### config.mk
export PLATFORM = sky130hd
export DESIGN_NAME = shtlp_result_fifo
export DESIGN_NICKNAME = d
export VERILOG_FILES = /design/src/rtl/shtlp_result_fifo.sv
export SDC_FILE = /design/constraint.sdc
export NUM_CORES = 1
export LEC_CHECK = 0
export BUFFER_PORTS_ARGS = -buffer_cell sky130_fd_sc_hd__buf_2
export CAP_MARGIN = 20
export CORE_MARGIN = 8
export CORE_UTILIZATION = 50
export DETAILED_ROUTE_END_ITERATION = 16
export PLACE_DENSITY = 0.77
export SLEW_MARGIN = 20
export SYNTH_ARGS = -nofsm -noshare
export SYNTH_HDL_FRONTEND = slang
export SYNTH_SLANG_ARGS = --single-unit
export TNS_END_PERCENT = 5
### constraint.sdc
create_clock -name clk -period 5.2 [get_ports clk]
set_input_delay 0.26 -clock clk [delete_from_list [all_inputs] [get_ports clk]]
set_output_delay 0.26 -clock clk [all_outputs]
set_load 0.1 [all_outputs]
### src/rtl/shtlp_result_fifo.sv
// ----------------------------------------------------------------------------
// shtlp_result_fifo: two-entry result queue
// Hold finished results until the consumer pops them.
// ----------------------------------------------------------------------------
module shtlp_result_fifo (
  input  logic        clk,
  input  logic        rst_n,
  input  logic        wr_en,
  input  logic [2:0]  wr_status,
  input  logic [63:0] wr_value,
  input  logic        rd_en,
  output logic        empty,
  output logic        room,
  output logic [2:0]  rd_status,
  output logic [63:0] rd_value
);
  logic [66:0] buf_r [2];
  logic        wp_r, rp_r;
  logic [1:0]  cnt_r;

  assign empty     = (cnt_r == 2'd0);
  assign room      = (cnt_r != 2'd2);
  assign rd_status = buf_r[rp_r][66:64];
  assign rd_value  = buf_r[rp_r][63:0];

  always_ff @(posedge clk) begin
    if (wr_en) buf_r[wp_r] <= {wr_status, wr_value};
  end

  always_ff @(posedge clk) begin
    if (!rst_n) begin
      wp_r  <= 1'b0;
      rp_r  <= 1'b0;
      cnt_r <= 2'd0;
    end else begin
      if (wr_en) wp_r <= ~wp_r;
      if (rd_en) rp_r <= ~rp_r;
      cnt_r <= cnt_r + {1'b0, wr_en} - {1'b0, rd_en};
    end
  end

endmodule

# Word-level counts from Yosys, hierarchy flattened
# Memory sizes are Yosys's and may differ from the RTL's. A register that Yosys moved wholly into a read port is not among the register bits.
# Index checks and enable logic that the tools add are counted.
[word_totals] regBits=4 ram_bits=134 inputBits=71 out_inout_bits=69 word_cells=14 memories=1
[memory_table] memory="buf_r" words=2 width=67 read_ports=1 rd_clocked_by_memory_dff=1 wr=1 line="17" rtl="logic [66:0] buf_r [2];"
[op_classes] n_addsub=2 eq_ne=1 muxes=4 bitwise=2 reduce_logical=1
[op_table] op="two-way mux 1 bit" count=4
[op_table] op="adder 2 x 1 -> 2 bit" count=1
[op_table] op="logical NOT 2 bit" count=1
[op_table] op="inequality test 2 bit, second input constant" count=1
[op_table] op="NOT 1 bit" count=2
[op_table] op="subtractor 2 x 1 -> 2 bit" count=1

# Depth between registers and ports, before layout
[logic_depth] word_depth=3 depth_mapped=6 ltp_nobuf=6

# Worst setup path after synthesis
# No wires, ideal clock.
[synth_timing] kind="register to register" start="register wp_r" end="memory buf_r[0][0] (enable)" setup_time_ns=0.501 arrival_time_ns=3.304 required_time_ns=4.699 setup_slack_ns=1.395 path_stages_with_launch=2 n_path_buf=0 synth_period_minus_slack_ns=3.805 path_cell_list="dfxtp_1 nor2b_1"
[synth_lines] element="from (decl)" line="18" rtl="logic wp_r, rp_r;"
[synth_lines] element="from (signal assigned)" line="36" rtl="if (wr_en) wp_r <= ~wp_r;"
[synth_lines] element="to (decl)" line="17"
# No word-level cell before the write port.

==> out/summary.txt <==
outcome -> finished clean
Port-buffer cells -> 139
DP HPWL -> 5990 um
sequential area share after synthesis -> 0.798
Layout area overhead -> 40.8%
total CTS buffers -> 17
global-route wire length before repair -> 16,500 um
Non-Filler Instances -> 599
yosys warns -> 0
Slew Limit Fails -> 0
vias in the first global route -> 3,229
CTS tree -> done
CTS sink count -> 139
Worst Reg-to-Reg Cells -> 2
Final Hold Viols -> 0
setup ws final -> 2.58 ns
crit path DAT -> 2.36 ns
crit start category -> flip-flop
hold path depth -> 3
Core Footprint -> 0.0102 mm^2
FF+latch count, synth -> 139
placed cells -> 498
CTS clock-pin slew for the worst setup and hold paths -> 0.06 ns
Post-CTS Resized -> 0
DR vias/cell -> 4.75
worst path cell trace -> mux2_2 -> buf_2
HP Class -> input port to flip-flop
cell family with most CP delay -> flip-flops
Critical Path Slowest Stage Cell -> dfxtp_4
clk_lat worst skew -> 0.50 ns
clock skew -> 0.00453 ns
GRT Residual Overflow -> 0
H-tree Lvls -> 4
num rows -> 37
IR Drop Worst-Case VDD -> 0.363 mV
fill cell count -> 654
CTS Buffer Depth -> 2
pin count of the biggest net entering global routing -> 68
die area -> 0.0138 mm^2
setup total negative slack -> 0 ns
slew of the pin with the lowest slew margin -> 1.07 ns
Yosys cell types -> 16
synthesized instance count -> 229
Syn Std Cell Area -> 0.00517 mm^2
P_leak -> 2.85 nW
CP peak stage delay -> 1.00 ns
FF/Latch Area -> 0.00413 mm^2
post-DR wirelength/cell -> 17.5 um
Slew Limit Headroom -> 0.284
unrepaired setup endpoints after global routing -> no
Worst Path Buf+Inv -> 1
mean post-synth cell area -> 22.6 um^2
Nets -> 522
drt initial violations -> 125
io pins -> 140
DIE HEIGHT -> 118 um
minimum period implied by the final worst setup slack -> 2.62 ns
layout cells sized above 1 -> 0.513
routed vias -> 2,847
Die W -> 118 um
Power Total -> 3.22 mW
CP Max Fanout -> 67
area of the multi-input gates -> 992 um^2
final setup vio count -> 0
antenna-violating nets left -> 0
Final GP Congestion -> 0.717
Place WS -> 3.00 ns
Max-Cap Viols -> 0
fin crit share -> 0.504
initial antenna violation count -> 1
detailed-router iteration count before antenna repair -> 4
WP depth -> 2
Post-Route WL -> 10,500 um
Mapped Nets -> 302
pwr dens -> 443 mW/mm^2
fmax -> 0.382 GHz
GR Util All Layers -> 0.152
DRC Markers -> 0
Crit. End Element -> output port
initial core utilization -> 0.508
Critical Path RT -> 4.94 ns
crit path kind -> flip-flop to output port
worst hold slack -> 0.111 ns
CTS Root Cell -> clkbuf_8
==> flip-flops by register name (all words and copies together), names as in the netlist, named ones only <==
register and cells:
buf_r 134, cnt_r 2, rp_r 1, wp_r 1
==> synth_stat cells <==
cell type,instances,area share
dfxtp_1,5,0.019
buf_2,3,0.0029
xor2_1,1,0.0017
nand2_1,1,0.00073
mux2_2,37,0.081
nor2_1,1,0.00073
inv_1,2,0.0015
edfxtp_1,134,0.78
buf_4,1,0.0015
nor2b_1,3,0.0036
buf_6,3,0.0065
and2_1,4,0.0048
o21a_1,1,0.0015
xnor3_1,1,0.0044
ha_1,2,0.0048
mux2_4,30,0.087
==> per-stage QoR <==
step / util / area, um^2
after floorplan: - / 5170
after global placement: 0.589 / 6000
after detailed placement: 0.589 / 6000
after CTS: 0.714 / 7280
after global routing: 0.715 / 7280
final: 0.715 / 7280
==> worst reg2reg max path, delay by kind of cell, from the launching register on <==
family / cells / cell delay (ns)
simple gates: 1 / 0.77
flops: 1 / 0.35
buf+inv: 1 / 0.57
==> what timing repair did <==
item	in CTS	in global routing
hold buffers	68	0
setup buffers	0	0
endpoints found under the hold margin	137	0
==> worst paths after layout <==
kind | startpoint | end | slack (ns)
worst min-delay path | rd_en | flip-flop | 0.11
worst min register to register | rp_r$_SDFFE_PN0P_ | flip-flop | 0.58
worst max-delay path | flip-flop | rd_value[6] | 2.58
worst max register to register | wp_r$_SDFFE_PN0P_ | buf_r[0][35]$_DFFE_PP_ | 3.14
==> where the power goes <==
group | switching (mW) | internal, mW | total [mW]
clock | 0.425 | 0.771 | 1.20
combinational | 0.521 | 0.173 | 0.693
sequential | 0.0392 | 1.30 | 1.34
==> cells by family (layout without fill, tap and decap cells) <==
group | after synthesis | after routing | synth area share
compound gates | 1 | 1 | 0.00145
xor+xnor | 2 | 2 | 0.00605
fa+ha+maj | 2 | 2 | 0.00484
buf+inv | 9 | 242 | 0.0123
flops | 139 | 139 | 0.798
mux | 67 | 67 | 0.168
other cells | 0 | 1 | 0
simple gates | 9 | 9 | 0.00992
==> per-layer routing <==
metal / global-route usage / part of all wire
met3: 0.0580 / 0.067
met5: 0 / 0
met2: 0.261 / 0.53
met1: 0.165 / 0.40
met4: 0.0665 / 0.0085
==> layout make-up <==
class	instances	area share
antenna	1	0.000344
clock buffer	18	0.0574
clock inverter	14	0.0244
inverter	2	0.00103
multi-input combinational	81	0.136
sequential	139	0.567
tap	136	0.0234
timing repair buffer	208	0.190
==> placed cells by master, fill, tap and decap left out, types with 3 or more instances in the layout <==
master	Yosys	layout
buf_2	3	139
and2_1	4	3
dfxtp_1	5	4
dlygate4sd3_1	0	68
clkinv_1	0	4
edfxtp_1	134	134
mux2_2	37	37
mux2_4	30	30
clkbuf_16	0	16
bufinv_16	0	4
(Power assumes the default switching activity.)
